File: src/hw/rtl/isq_pkg.sv
// Shared types and constants for the indexed sequence store.
// Holds the store depth, derived widths, command and status codes,
// the sequencer state type and the structs passed between modules.
package isq_pkg;

  // Store depth and the widths that follow from it.
  localparam int DEPTH  = 16;
  localparam int ADDR_W = (DEPTH > 1) ? $clog2(DEPTH) : 1;
  localparam int CNT_W  = $clog2(DEPTH + 1);
  // Compare width that holds both the count and the 5-bit position field.
  localparam int CMP_W  = (CNT_W > 5) ? CNT_W : 5;
  localparam int DATA_W = 32;

  // Command codes.
  localparam logic [2:0] CMD_PUSH_HEAD = 3'd0;
  localparam logic [2:0] CMD_PUSH_TAIL = 3'd1;
  localparam logic [2:0] CMD_POP_HEAD  = 3'd2;
  localparam logic [2:0] CMD_POP_TAIL  = 3'd3;
  localparam logic [2:0] CMD_INSERT    = 3'd4;
  localparam logic [2:0] CMD_EXTRACT   = 3'd5;
  localparam logic [2:0] CMD_SWAP      = 3'd6;

  // Status codes.
  localparam logic [1:0] STATUS_OK    = 2'd0;
  localparam logic [1:0] STATUS_EMPTY = 2'd1;
  localparam logic [1:0] STATUS_RANGE = 2'd2;
  localparam logic [1:0] STATUS_FULL  = 2'd3;

  // Sequencer states.
  typedef enum logic [3:0] {
    ST_IDLE,
    ST_OPEN_RD,
    ST_OPEN_WR,
    ST_PUT,
    ST_TAKE_RD,
    ST_TAKE_CAP,
    ST_CLOSE_RD,
    ST_CLOSE_WR,
    ST_SWAP_RDA,
    ST_SWAP_RDB,
    ST_SWAP_WRA,
    ST_SWAP_WRB,
    ST_DONE
  } isq_state_e;

  // Access request from the sequencer to the element memory.
  typedef struct packed {
    logic              we;
    logic [ADDR_W-1:0] waddr;
    logic [DATA_W-1:0] wdata;
    logic [ADDR_W-1:0] raddr;
  } isq_mem_req_t;

  // One finished result item.
  typedef struct packed {
    logic [DATA_W-1:0] taken;
    logic [4:0]        occupancy;
    logic [1:0]        status;
  } isq_result_t;

endpackage

File: src/hw/rtl/isq_ram.sv
// Element memory of the indexed sequence store: one write and one read port.
// Read data is registered. Depends on isq_pkg for depth and widths.
module isq_ram (
  input  logic                         clk_i,
  input  isq_pkg::isq_mem_req_t        req_i,
  output logic [isq_pkg::DATA_W-1:0]   rdata_o
);

  logic [isq_pkg::DATA_W-1:0] mem_q [isq_pkg::DEPTH];
  logic [isq_pkg::DATA_W-1:0] rdata_q;

  // Write port.
  always_ff @(posedge clk_i) begin
    if (req_i.we) begin
      mem_q[req_i.waddr] <= req_i.wdata;
    end
  end

  // Registered read port.
  always_ff @(posedge clk_i) begin
    rdata_q <= mem_q[req_i.raddr];
  end

  assign rdata_o = rdata_q;

endmodule

File: src/hw/rtl/isq_ctrl.sv
// Command sequencer of the indexed sequence store. It checks each item,
// then moves elements one at a time through the memory port. Uses isq_pkg.
module isq_ctrl (
  input  logic                        clk_i,
  input  logic                        rst_ni,
  input  logic                        in_valid_i,
  output logic                        in_stall_o,
  input  logic [2:0]                  cmd_i,
  input  logic [31:0]                 value_i,
  input  logic [4:0]                  position_a_i,
  input  logic [3:0]                  position_b_i,
  input  logic                        out_free_i,
  output logic                        done_o,
  output isq_pkg::isq_result_t        result_o,
  output isq_pkg::isq_mem_req_t       mem_req_o,
  input  logic [isq_pkg::DATA_W-1:0]  rdata_i
);

  isq_pkg::isq_state_e                state_q, state_d;
  logic [isq_pkg::CNT_W-1:0]          count_q, count_d;
  logic [isq_pkg::ADDR_W-1:0]         idx_q, idx_d;
  logic [isq_pkg::ADDR_W-1:0]         at_q, at_d;
  logic [isq_pkg::ADDR_W-1:0]         pb_q, pb_d;
  logic [isq_pkg::DATA_W-1:0]         val_q, val_d;
  logic [isq_pkg::DATA_W-1:0]         taken_q, taken_d;
  logic [isq_pkg::DATA_W-1:0]         swap_q, swap_d;
  logic [1:0]                         status_q, status_d;

  logic [isq_pkg::CMP_W-1:0]          pa_ext, pb_ext, cnt_ext;
  logic                               full, empty;
  logic [isq_pkg::ADDR_W-1:0]         idx_dec, idx_inc;
  logic [isq_pkg::CNT_W-1:0]          idx_inc_cnt;

  // Range checks on the incoming item against the current count.
  assign pa_ext  = isq_pkg::CMP_W'(position_a_i);
  assign pb_ext  = isq_pkg::CMP_W'(position_b_i);
  assign cnt_ext = isq_pkg::CMP_W'(count_q);
  assign full    = (count_q == isq_pkg::CNT_W'(isq_pkg::DEPTH));
  assign empty   = (count_q == '0);

  // The shared index step unit.
  assign idx_dec     = idx_q - 1'b1;
  assign idx_inc     = idx_q + 1'b1;
  assign idx_inc_cnt = isq_pkg::CNT_W'(idx_q) + isq_pkg::CNT_W'(1);

  // Next state and working registers.
  always_comb begin
    state_d  = state_q;
    count_d  = count_q;
    idx_d    = idx_q;
    at_d     = at_q;
    pb_d     = pb_q;
    val_d    = val_q;
    taken_d  = taken_q;
    swap_d   = swap_q;
    status_d = status_q;
    unique case (state_q)
      isq_pkg::ST_IDLE: begin
        if (in_valid_i) begin
          status_d = isq_pkg::STATUS_OK;
          taken_d  = '0;
          val_d    = value_i;
          pb_d     = isq_pkg::ADDR_W'(position_b_i);
          state_d  = isq_pkg::ST_DONE;
          unique case (cmd_i)
            isq_pkg::CMD_PUSH_HEAD, isq_pkg::CMD_PUSH_TAIL: begin
              if (full) begin
                status_d = isq_pkg::STATUS_FULL;
              end else begin
                count_d = count_q + 1'b1;
                idx_d   = isq_pkg::ADDR_W'(count_q);
                if (cmd_i == isq_pkg::CMD_PUSH_HEAD) begin
                  at_d    = '0;
                  state_d = empty ? isq_pkg::ST_PUT : isq_pkg::ST_OPEN_RD;
                end else begin
                  at_d    = isq_pkg::ADDR_W'(count_q);
                  state_d = isq_pkg::ST_PUT;
                end
              end
            end
            isq_pkg::CMD_INSERT: begin
              if (pa_ext > cnt_ext) begin
                status_d = isq_pkg::STATUS_RANGE;
              end else if (full) begin
                status_d = isq_pkg::STATUS_FULL;
              end else begin
                count_d = count_q + 1'b1;
                idx_d   = isq_pkg::ADDR_W'(count_q);
                at_d    = isq_pkg::ADDR_W'(position_a_i);
                state_d = (pa_ext == cnt_ext) ? isq_pkg::ST_PUT : isq_pkg::ST_OPEN_RD;
              end
            end
            isq_pkg::CMD_POP_HEAD, isq_pkg::CMD_POP_TAIL: begin
              if (empty) begin
                status_d = isq_pkg::STATUS_EMPTY;
              end else begin
                count_d = count_q - 1'b1;
                at_d    = (cmd_i == isq_pkg::CMD_POP_HEAD) ? '0 :
                          isq_pkg::ADDR_W'(count_q - 1'b1);
                state_d = isq_pkg::ST_TAKE_RD;
              end
            end
            isq_pkg::CMD_EXTRACT: begin
              if (empty) begin
                status_d = isq_pkg::STATUS_EMPTY;
              end else if (pa_ext >= cnt_ext) begin
                status_d = isq_pkg::STATUS_RANGE;
              end else begin
                count_d = count_q - 1'b1;
                at_d    = isq_pkg::ADDR_W'(position_a_i);
                state_d = isq_pkg::ST_TAKE_RD;
              end
            end
            isq_pkg::CMD_SWAP: begin
              if (pa_ext >= cnt_ext || pb_ext >= cnt_ext) begin
                status_d = isq_pkg::STATUS_RANGE;
              end else begin
                at_d    = isq_pkg::ADDR_W'(position_a_i);
                state_d = isq_pkg::ST_SWAP_RDA;
              end
            end
            default: begin
              // The unused command reports success and changes nothing.
              state_d = isq_pkg::ST_DONE;
            end
          endcase
        end
      end
      isq_pkg::ST_OPEN_RD: begin
        state_d = isq_pkg::ST_OPEN_WR;
      end
      isq_pkg::ST_OPEN_WR: begin
        idx_d   = idx_dec;
        state_d = (idx_dec == at_q) ? isq_pkg::ST_PUT : isq_pkg::ST_OPEN_RD;
      end
      isq_pkg::ST_PUT: begin
        state_d = isq_pkg::ST_DONE;
      end
      isq_pkg::ST_TAKE_RD: begin
        state_d = isq_pkg::ST_TAKE_CAP;
      end
      isq_pkg::ST_TAKE_CAP: begin
        // The count already holds the new value, so the tail shift runs
        // while the index stays below it.
        taken_d = rdata_i;
        idx_d   = at_q;
        state_d = (isq_pkg::CNT_W'(at_q) < count_q) ? isq_pkg::ST_CLOSE_RD :
                  isq_pkg::ST_DONE;
      end
      isq_pkg::ST_CLOSE_RD: begin
        state_d = isq_pkg::ST_CLOSE_WR;
      end
      isq_pkg::ST_CLOSE_WR: begin
        idx_d   = idx_inc;
        state_d = (idx_inc_cnt < count_q) ? isq_pkg::ST_CLOSE_RD : isq_pkg::ST_DONE;
      end
      isq_pkg::ST_SWAP_RDA: begin
        state_d = isq_pkg::ST_SWAP_RDB;
      end
      isq_pkg::ST_SWAP_RDB: begin
        swap_d  = rdata_i;
        state_d = isq_pkg::ST_SWAP_WRA;
      end
      isq_pkg::ST_SWAP_WRA: begin
        state_d = isq_pkg::ST_SWAP_WRB;
      end
      isq_pkg::ST_SWAP_WRB: begin
        state_d = isq_pkg::ST_DONE;
      end
      isq_pkg::ST_DONE: begin
        if (out_free_i) begin
          state_d = isq_pkg::ST_IDLE;
        end
      end
      default: begin
        state_d = isq_pkg::ST_IDLE;
      end
    endcase
  end

  // Memory requests and handshake outputs for each state.
  always_comb begin
    mem_req_o.we    = 1'b0;
    mem_req_o.waddr = idx_q;
    mem_req_o.wdata = rdata_i;
    mem_req_o.raddr = idx_q;
    done_o          = 1'b0;
    in_stall_o      = (state_q != isq_pkg::ST_IDLE);
    unique case (state_q)
      isq_pkg::ST_OPEN_RD: begin
        mem_req_o.raddr = idx_dec;
      end
      isq_pkg::ST_OPEN_WR, isq_pkg::ST_CLOSE_WR: begin
        mem_req_o.we = 1'b1;
      end
      isq_pkg::ST_PUT: begin
        mem_req_o.we    = 1'b1;
        mem_req_o.waddr = at_q;
        mem_req_o.wdata = val_q;
      end
      isq_pkg::ST_TAKE_RD, isq_pkg::ST_SWAP_RDA: begin
        mem_req_o.raddr = at_q;
      end
      isq_pkg::ST_CLOSE_RD: begin
        mem_req_o.raddr = idx_inc;
      end
      isq_pkg::ST_SWAP_RDB: begin
        mem_req_o.raddr = pb_q;
      end
      isq_pkg::ST_SWAP_WRA: begin
        // The read of the second position lands here.
        mem_req_o.we    = 1'b1;
        mem_req_o.waddr = at_q;
      end
      isq_pkg::ST_SWAP_WRB: begin
        mem_req_o.we    = 1'b1;
        mem_req_o.waddr = pb_q;
        mem_req_o.wdata = swap_q;
      end
      isq_pkg::ST_DONE: begin
        done_o = out_free_i;
      end
      default: begin
      end
    endcase
  end

  assign result_o.taken     = taken_q;
  assign result_o.occupancy = 5'(count_q);
  assign result_o.status    = status_q;

  // Control state.
  always_ff @(posedge clk_i or negedge rst_ni) begin
    if (!rst_ni) begin
      state_q <= isq_pkg::ST_IDLE;
      count_q <= '0;
    end else begin
      state_q <= state_d;
      count_q <= count_d;
    end
  end

  // Working registers of the current item.
  always_ff @(posedge clk_i) begin
    idx_q    <= idx_d;
    at_q     <= at_d;
    pb_q     <= pb_d;
    val_q    <= val_d;
    taken_q  <= taken_d;
    swap_q   <= swap_d;
    status_q <= status_d;
  end

endmodule

File: src/hw/rtl/indexed_sequence_store.sv
// Each item: a failed or unused command goes straight to the done state; a tail push or an
// insert at the tail writes the element in the put state; other pushes and inserts first
// move each element up one place by a read and a write; pops and extracts read and capture
// the element, then move the later elements down; a swap reads both positions, then writes
// both. Items are taken one at a time, and a result waits while the output still holds one.
// Reset clears the count, the sequencer and the output valid flag, not the element memory.
module indexed_sequence_store (
  input  logic               clk_i,
  input  logic               rst_ni,
  input  logic               in_valid_i,
  output logic               in_stall_o,
  input  logic [2:0]         cmd_i,
  input  logic signed [31:0] value_i,
  input  logic [4:0]         position_a_i,
  input  logic [3:0]         position_b_i,
  output logic               out_valid_o,
  input  logic               out_stall_i,
  output logic signed [31:0] taken_value_o,
  output logic [4:0]         occupancy_o,
  output logic [1:0]         status_o
);

  isq_pkg::isq_mem_req_t       mem_req;
  logic [isq_pkg::DATA_W-1:0]  rdata;
  isq_pkg::isq_result_t        result;
  isq_pkg::isq_result_t        out_q;
  logic                        out_valid_q, out_valid_d;
  logic                        out_free;
  logic                        done;

  // The output register is free when empty or when its item leaves now.
  assign out_free = !out_valid_q || !out_stall_i;

  isq_ctrl u_ctrl (
    .clk_i        (clk_i),
    .rst_ni       (rst_ni),
    .in_valid_i   (in_valid_i),
    .in_stall_o   (in_stall_o),
    .cmd_i        (cmd_i),
    .value_i      (value_i),
    .position_a_i (position_a_i),
    .position_b_i (position_b_i),
    .out_free_i   (out_free),
    .done_o       (done),
    .result_o     (result),
    .mem_req_o    (mem_req),
    .rdata_i      (rdata)
  );

  isq_ram u_ram (
    .clk_i   (clk_i),
    .req_i   (mem_req),
    .rdata_o (rdata)
  );

  // Output valid flag.
  always_comb begin
    out_valid_d = out_valid_q && out_stall_i;
    if (done) begin
      out_valid_d = 1'b1;
    end
  end

  always_ff @(posedge clk_i or negedge rst_ni) begin
    if (!rst_ni) begin
      out_valid_q <= 1'b0;
    end else begin
      out_valid_q <= out_valid_d;
    end
  end

  // Output payload register.
  always_ff @(posedge clk_i) begin
    if (done) begin
      out_q <= result;
    end
  end

  assign out_valid_o   = out_valid_q;
  assign taken_value_o = out_q.taken;
  assign occupancy_o   = out_q.occupancy;
  assign status_o      = out_q.status;

endmodule
File: config.mk
export PLATFORM = sky130hd
export DESIGN_NAME = indexed_sequence_store
export DESIGN_NICKNAME = d
export VERILOG_FILES = /design/src/hw/rtl/isq_pkg.sv /design/src/hw/rtl/isq_ram.sv /design/src/hw/rtl/isq_ctrl.sv /design/src/hw/rtl/indexed_sequence_store.sv
export SDC_FILE = /design/constraint.sdc
export NUM_CORES = 1
export LEC_CHECK = 0
export BUFFER_PORTS_ARGS = -buffer_cell sky130_fd_sc_hd__buf_4
export CORE_UTILIZATION = 50
export CTS_CLUSTER_SIZE = 12
export DETAILED_ROUTE_END_ITERATION = 12
export GPL_ROUTABILITY_DRIVEN = 0
export HOLD_SLACK_MARGIN = 0.15
export PLACE_DENSITY_LB_ADDON = 0.08
export SYNTH_ARGS = -nofsm -noshare
export SYNTH_HDL_FRONTEND = slang
export SYNTH_HIERARCHICAL = 1
export SYNTH_SLANG_ARGS = --single-unit
File: constraint.sdc
create_clock -name clk_i -period 16.2 [get_ports clk_i]
set_input_delay 1.62 -clock clk_i [delete_from_list [all_inputs] [get_ports clk_i]]
set_output_delay 1.62 -clock clk_i [all_outputs]
set_load 0.05 [all_outputs]
==> results.py, run 1 <==
metrics = {
    "finish": {
        "diodes": 0,
        "drive_gt1_share_pct": 24.0,
        "nNetsFinal": 1593,
        "fin_area_mm2": 0.0312,
        "fillers": 4011,
        "seq_area_mm2": 0.0207,
        "area_delta_synth_final_pct": 14.4,
        "multiInputGateArea_mm2": 0.00613,
    },
    "timing": {
        "hold_viol": 0,
        "rsz0062_at_grt": "false",
        "period_share_pct": 30.3,
        "relSlewSlack_pct": 9.24,
        "setup_viol": 0,
        "slew_violations": 0,
        "setup_tns_ps": 0,
        "skew_ps": 21.1,
        "hold_slack_ps": 415,
        "worst_slack_ps": 11290,
        "clock.fmax_ghz": 0.204,
        "finalCriticalPeriod_ps": 4910,
        "tightest_slew_ps": 1360,
    },
    "route": {
        "drt_iter0_drc": 1438,
        "final_antenna_net_count": 0,
        "dr.pass1.iters": 7,
        "routedWlPerCell_um": 27.1,
        "routed_wl_mm": 61.8,
        "num_vias": 14000,
        "drc": 0,
        "via_per_inst": 6.15,
    },
    "worst_setup_path": {
        "cp.arrival_ps": 5150,
        "worstSetupEndpointType": "register",
        "startpoint_type": "register",
        "cp.required_ps": 16440,
        "ff2ff_path_depth": 8,
        "worstReg2RegStart": "u_ctrl/state_q[0]$_DFFE_PN0P_",
        "r2r-end": "u_ram/mem_q[8][7]$_DFFE_PP_",
        "cp_max_fo": 27,
        "critPathKind": "register to register",
        "r2r_setup_slack_ps": 11290,
    },
    "yosys": {
        "ys_warn_count": 6,
        "ys_seq_elements": 703,
        "synthXorXnorAreaFrac_pct": 0.546,
        "synth_area_mm2": 0.0272,
        "synth_adder_area_share_pct": 0.964,
        "synth_cells": 1409,
        "synth_top_area_share_pct": 72.9,
        "synth.most_common_cell": "edfxtp_1",
        "async_flop_share_pct": 1.42,
        "avgSynthCellArea_um2": 19.3,
        "synthTopCellsByCount": "edfxtp_1, mux4_2, a22oi_1",
        "synth_compound_area_share_pct": 5.67,
        "synth_area_leaders": "edfxtp_1, mux4_2, dfxtp_1",
        "yosys_most_used_dff": "edfxtp_1",
        "synth_edf_count": 661,
        "synth_mux_area_share_pct": 11.0,
        "synth_area_leader_cell": "edfxtp_1",
        "synth_top_family_by_area": "multiplexers",
        "yosys.area_share.simple_pct": 3.65,
        "yosysSeqAreaShare_pct": 76.1,
        "ys_types": 66,
        "postSynthNetCount": 1478,
    },
    "global_routing": {
        "grt_pass1_vias": 14200,
        "overflow": 0,
        "grt_max_degree": 98,
        "antenna_found_initial": 1,
        "grt_util_all_layers_pct": 22.8,
        "grt_pass1_wl_mm": 92.5,
    },
    "clock_network": {
        "cts_resized": 0,
        "h-tree-depth": 3,
        "tritoncts": "built",
        "clock_path_buffers": 3,
        "holdBufCountCts": 0,
        "cts_num_sinks": 703,
        "cts_buffers": 74,
        "clock_latency_ps": 610,
        "cts_post_setup_buffers_inserted": 0,
        "root_buffer": "clkbuf_16",
        "clkTransAtPathRegs_ps": 60,
    },
    "run_status": {
        "outcome": "finished clean",
    },
    "hold_path": {
        "min_path_cells": 0,
        "hold_class": "register to register",
        "min_to": "taken_value_o[22]$_DFFE_PP_",
        "hp-start": "u_ctrl/taken_q[22]$_SDFFCE_PN0P_",
    },
    "die": {
        "fp.dieW_um": 235,
        "die_area_mm2": 0.0554,
        "initial_utilization_pct": 50.6,
        "fp.coreArea_mm2": 0.0538,
        "rows": 85,
        "die_y_um": 235,
        "ios": 89,
    },
    "placement": {
        "io_buffers": 88,
        "pre_cts_ws_ps": 11300,
        "hpwl_mm": 34.1,
        "placed_area_mm2": 0.0288,
    },
    "job": {
        "drv_cap": 0,
    },
    "power": {
        "cellPowerDensity_mw_per_mm2": 225,
        "p_leak_nw": 10.4,
        "ir_drop_mv": 0.194,
        "power.total_mw": 7.00,
    },
}
worst max path at each step:
stage,start,to,slack [ps]
floorplan,out_stall_i,occupancy_o[0]$_DFFE_PP_,9790
global placement,u_ctrl/state_q[3]$_DFFE_PN0P_,u_ram/mem_q[8][9]$_DFFE_PP_,11410
detailed placement,u_ctrl/state_q[0]$_DFFE_PN0P_,u_ram/mem_q[8][7]$_DFFE_PP_,11300
CTS,u_ctrl/state_q[0]$_DFFE_PN0P_,u_ram/mem_q[8][19]$_DFFE_PP_,11310
global route,u_ctrl/state_q[0]$_DFFE_PN0P_,u_ram/rdata_o[23]$_DFF_P_,11010
finish,u_ctrl/state_q[0]$_DFFE_PN0P_,u_ram/mem_q[8][7]$_DFFE_PP_,11290
sequential cells by signal, indices dropped and copies added (netlist names), 2 cells and up:
| signal | count |
|---|---|
| u_ram/mem_q | 512 |
| taken_value_o | 32 |
| u_ctrl/swap_q | 32 |
| u_ctrl/taken_q | 32 |
| u_ctrl/val_q | 32 |
| u_ram/rdata_o | 32 |
| occupancy_o | 5 |
| u_ctrl/cnt_ext | 5 |
| u_ctrl/at_q | 4 |
| u_ctrl/idx_q | 4 |
| u_ctrl/pb_q | 4 |
| u_ctrl/state_q | 4 |
| status_o | 2 |
| u_ctrl/status_q | 2 |
cell usage in the layout, fill, tap and decap left out, types with 5 or more instances in the layout:
cell and count:
ha_1 21, nor3_1 11, xnor2_1 11, a22oi_1 66
clkbuf_1 32, nand2b_1 9, a31oi_1 5, nand2_1 61
nor2_1 20, mux2i_1 9, dfrtp_1 10, a21oi_1 19
o21ai_0 26, nor3_2 5, and2_1 34, inv_1 52
mux4_2 128, clkinv_1 6, a211oi_1 7, dfxtp_1 32
clkbuf_8 10, nand3_1 10, clkbuf_16 76, nor2_4 16
a222oi_1 35, xor2_1 6, edfxtp_1 661, buf_4 115
worst max-delay path, stage by stage, from the launching register on:
cell and delay [ps]:
dfrtp_1 970, nand2_1 400, nor2_4 600, buf_4 460
a222oi_1 120, inv_1 150, nand3b_1 310, nor3_2 920
buf_4 570
metal layers:
metal	share of wire, %	global-route usage (%)
met4	1.7	5.88
met1	44	33.1
met3	6.0	4.55
met5	0	0
met2	48	35.8
power breakdown:
| group | internal [mW] | switching (mW) | leakage, nW | total [mW] |
|---|---|---|---|---|
| combinational | 1.02 | 1.55 | 2.89 | 2.57 |
| sequential | 2.63 | 0.169 | 6.40 | 2.80 |
| clock | 0.965 | 0.669 | 1.14 | 1.63 |
| total | 4.61 | 2.39 | 10.4 | 7.00 |
layout make-up:
class                           instances  share of cell area (%)
Inverter                               53                   0.638
Clock buffer                          118                    6.93
Timing Repair Buffer                  116                    2.83
Sequential cell                       703                    66.5
Multi-Input combinational cell        576                    19.7
Clock inverter                         16                   0.634
Tap cell                              696                    2.79
cells by family (layout without fill, tap and decap cells):
family,count (synthesis),count (layout)
multiplexers,139,139
XOR/XNOR,17,17
buffers and inverters,130,303
AND/OR/NAND/NOR,195,195
adder cells (fa/ha/maj),21,21
flip-flops,703,703
AO/OA/AOI/OAI,204,204
per-stage QoR:
stage	std cells	util, %
detailed placement	2144	53.6
CTS	2278	57.9
finish	2278	57.9
global route	2278	57.9
global placement	2144	53.6
floorplan	1409	-
Power figures use the tool's default switching activity.
==> run 2, diff against run 1 <==
==> constraint.sdc (replaced) <==
create_clock -name clk_i -period 4.3 [get_ports clk_i]
set_input_delay 0.43 -clock clk_i [delete_from_list [all_inputs] [get_ports clk_i]]
set_output_delay 0.43 -clock clk_i [all_outputs]
set_load 0.05 [all_outputs]
==> run 2 against run 1 <==
Net effect: global-route usage is 1.2 points higher; maximum frequency grew 45%; design area increased by 2.5%.
==> results.py, run 2 (synthesized netlist as in run 1, its figures left out) <==
metrics = {
    "worst_setup_path": {
        "cp.required_ps": 4790,
        "cpMaxStageDelayCell": "dfrtp_1",
        "crit_start": "u_ctrl/state_q[0]$_DFFE_PN0P_",
        "critPathBufInv": 1,
        "startpoint_type": "register",
        "crit_path_max_incr_delay_ps": 700,
        "path_cells": "nand2b_1, mux2_2, mux2i_1, o21ai_0, nand2_4, buf_12, mux4_2, a22oi_1, nand2_1",
        "cp_max_fo": 30,
        "worstReg2RegStart": "u_ctrl/state_q[0]$_DFFE_PN0P_",
        "cp.arrival_ps": 3880,
        "r2r_setup_slack_ps": 910,
        "worstSetupEndpointType": "register",
        "critPathKind": "register to register",
        "critical_path.top_delay_family": "multiplexers",
    },
    "finish": {
        "nNetsFinal": 1656,
        "final_util_pct": 59.4,
        "final_common_cell": "edfxtp_1",
        "top_register": "u_ram/mem_q",
        "largest_reg_flops": 512,
        "diodes": 0,
        "fin_area_mm2": 0.0320,
        "most-common-layout-cells": "edfxtp_1, mux4_2, buf_4",
        "area_delta_synth_final_pct": 17.3,
        "drive_gt1_share_pct": 24.4,
    },
    "power": {
        "intPower_mw": 17.7,
        "power_switching_mw": 9.26,
        "switching_share_pct": 34.4,
        "p_leak_nw": 10.8,
        "power.total_mw": 26.9,
        "ir_drop_mv": 0.438,
        "cellPowerDensity_mw_per_mm2": 842,
        "p_comb_share_pct": 38.7,
        "power_frac_clock_pct": 22.6,
        "p_seq_share_pct": 38.7,
    },
    "timing": {
        "hold_viol": 0,
        "finalCriticalPeriod_ps": 3390,
        "rsz0062_at_grt": "false",
        "period_share_pct": 78.9,
        "relSlewSlack_pct": 35.1,
        "setup_viol": 0,
        "slew_violations": 0,
        "clock.fmax_ghz": 0.295,
        "tightest_slew_ps": 970,
        "setup_tns_ps": 0,
        "skew_ps": 13.6,
    },
    "job": {
        "drv_cap": 0,
    },
    "route": {
        "final_antenna_net_count": 0,
        "num_vias": 14400,
        "dr.pass1.iters": 6,
        "drt_iter0_drc": 1561,
        "routedWlPerCell_um": 28.0,
        "drc": 0,
        "routed_wl_mm": 65.6,
        "via_per_inst": 6.14,
    },
    "clock_network": {
        "tritoncts": "built",
        "cts_num_sinks": 703,
        "h-tree-depth": 3,
        "root_buffer": "clkbuf_16",
        "clkTransAtPathRegs_ps": 60,
        "clock_path_buffers": 3,
        "cts_buffers": 74,
        "clock_latency_ps": 610,
    },
    "global_routing": {
        "grt_pass1_wl_mm": 96.2,
        "antenna_found_initial": 2,
        "grt_max_degree": 41,
        "grt_util_all_layers_pct": 24.1,
        "grt_pass1_vias": 14500,
        "overflow": 0,
    },
    "run_status": {
        "outcome": "finished clean",
    },
    "die": {
        "fp.dieW_um": 235,
        "die_area_mm2": 0.0554,
        "rows": 85,
        "ios": 89,
        "fp.coreArea_mm2": 0.0538,
        "die_y_um": 235,
        "initial_utilization_pct": 50.6,
    },
    "placement": {
        "io_buffers": 88,
        "placed_area_mm2": 0.0293,
        "hpwl_mm": 35.2,
    },
    "hold_path": {
        "hold_class": "input pin to asynchronous set/reset pin",
    },
}
[run 2: cell count changes in the layout (fill, tap and decap cells not counted), moves of 4 or more]
cell	change
dlygate4sd3_1	+39
buf_12	+18
buf_4	+6
clkbuf_8	-4
clkinv_1	+4
nor3_2	-4
nor3_4	+4
[run 2: final timing paths]
check / endpoint / cells past startpoint
hold / removal: u_ctrl/cnt_ext[1]$_DFFE_PN0P_ / 2
min in group clk_i: u_ctrl/at_q[1]$_DFFE_PP_ / 3
max in group asynchronous: u_ctrl/state_q[3]$_DFFE_PN0P_ / 2
setup reg to reg: u_ram/rdata_o[13]$_DFF_P_ / 9
hold reg to reg: taken_value_o[10]$_DFFE_PP_ / 0
setup / recovery: u_ram/rdata_o[13]$_DFF_P_ / 9
[run 2: metrics by stage]
stage / cells / worst slack, ps / hold WS, ps
4_1_cts: 2342 / 866 / 160
2_1_floorplan: 1409 / 492 / 134
3_5_place_dp: 2168 / 917 / 278
6_report: 2342 / 909 / 187
3_3_place_gp: 2168 / 937 / 279
5_1_grt: 2342 / 654 / 204
[run 2: worst register-to-register path: stages, from the launching register on]
cell and delay (ps):
dfrtp_1 700, nand2b_1 350, mux2_2 360, mux2i_1 110
o21ai_0 150, nand2_4 370, buf_12 340, mux4_2 550
a22oi_1 250, nand2_1 80
[run 2: final cells by class]
class                   count  area, um2
fillers                  3974      21800
flip-flops and latches    703      20700
multi-input cells         576       6160
clock buffers             115       2130
repair buffers            179       1680
well taps                 696        871
inverters                  53        199
clock inverters            20        184
[run 2: repair_timing]
action                                 CTS  global route
endpoints found under the hold margin   48             0
gates resized for setup                  0             0
buffers inserted                         0             0
hold buffers                            39             0
[run 2: routing by layer]
layer,vias up,part of all wire [%],wire (um),GRT usage [%]
met5,-,0,0,0
met4,0,2.3,1520,7.15
met3,108,6.1,4020,3.96
met2,509,49,31900,38.6
met1,7618,43,28100,34.2
li1,6141,-,-,-
[run 2: power groups by stage]
stage               sequential, mW  combinational, mW  clock (mW)
finish                        10.4               10.4        6.08
global route                  10.5               11.2        6.46
CTS                           10.4               10.5        6.20
detailed placement            10.6               10.5           0
global placement              10.5               10.3           0
floorplan                     10.4               7.18           0
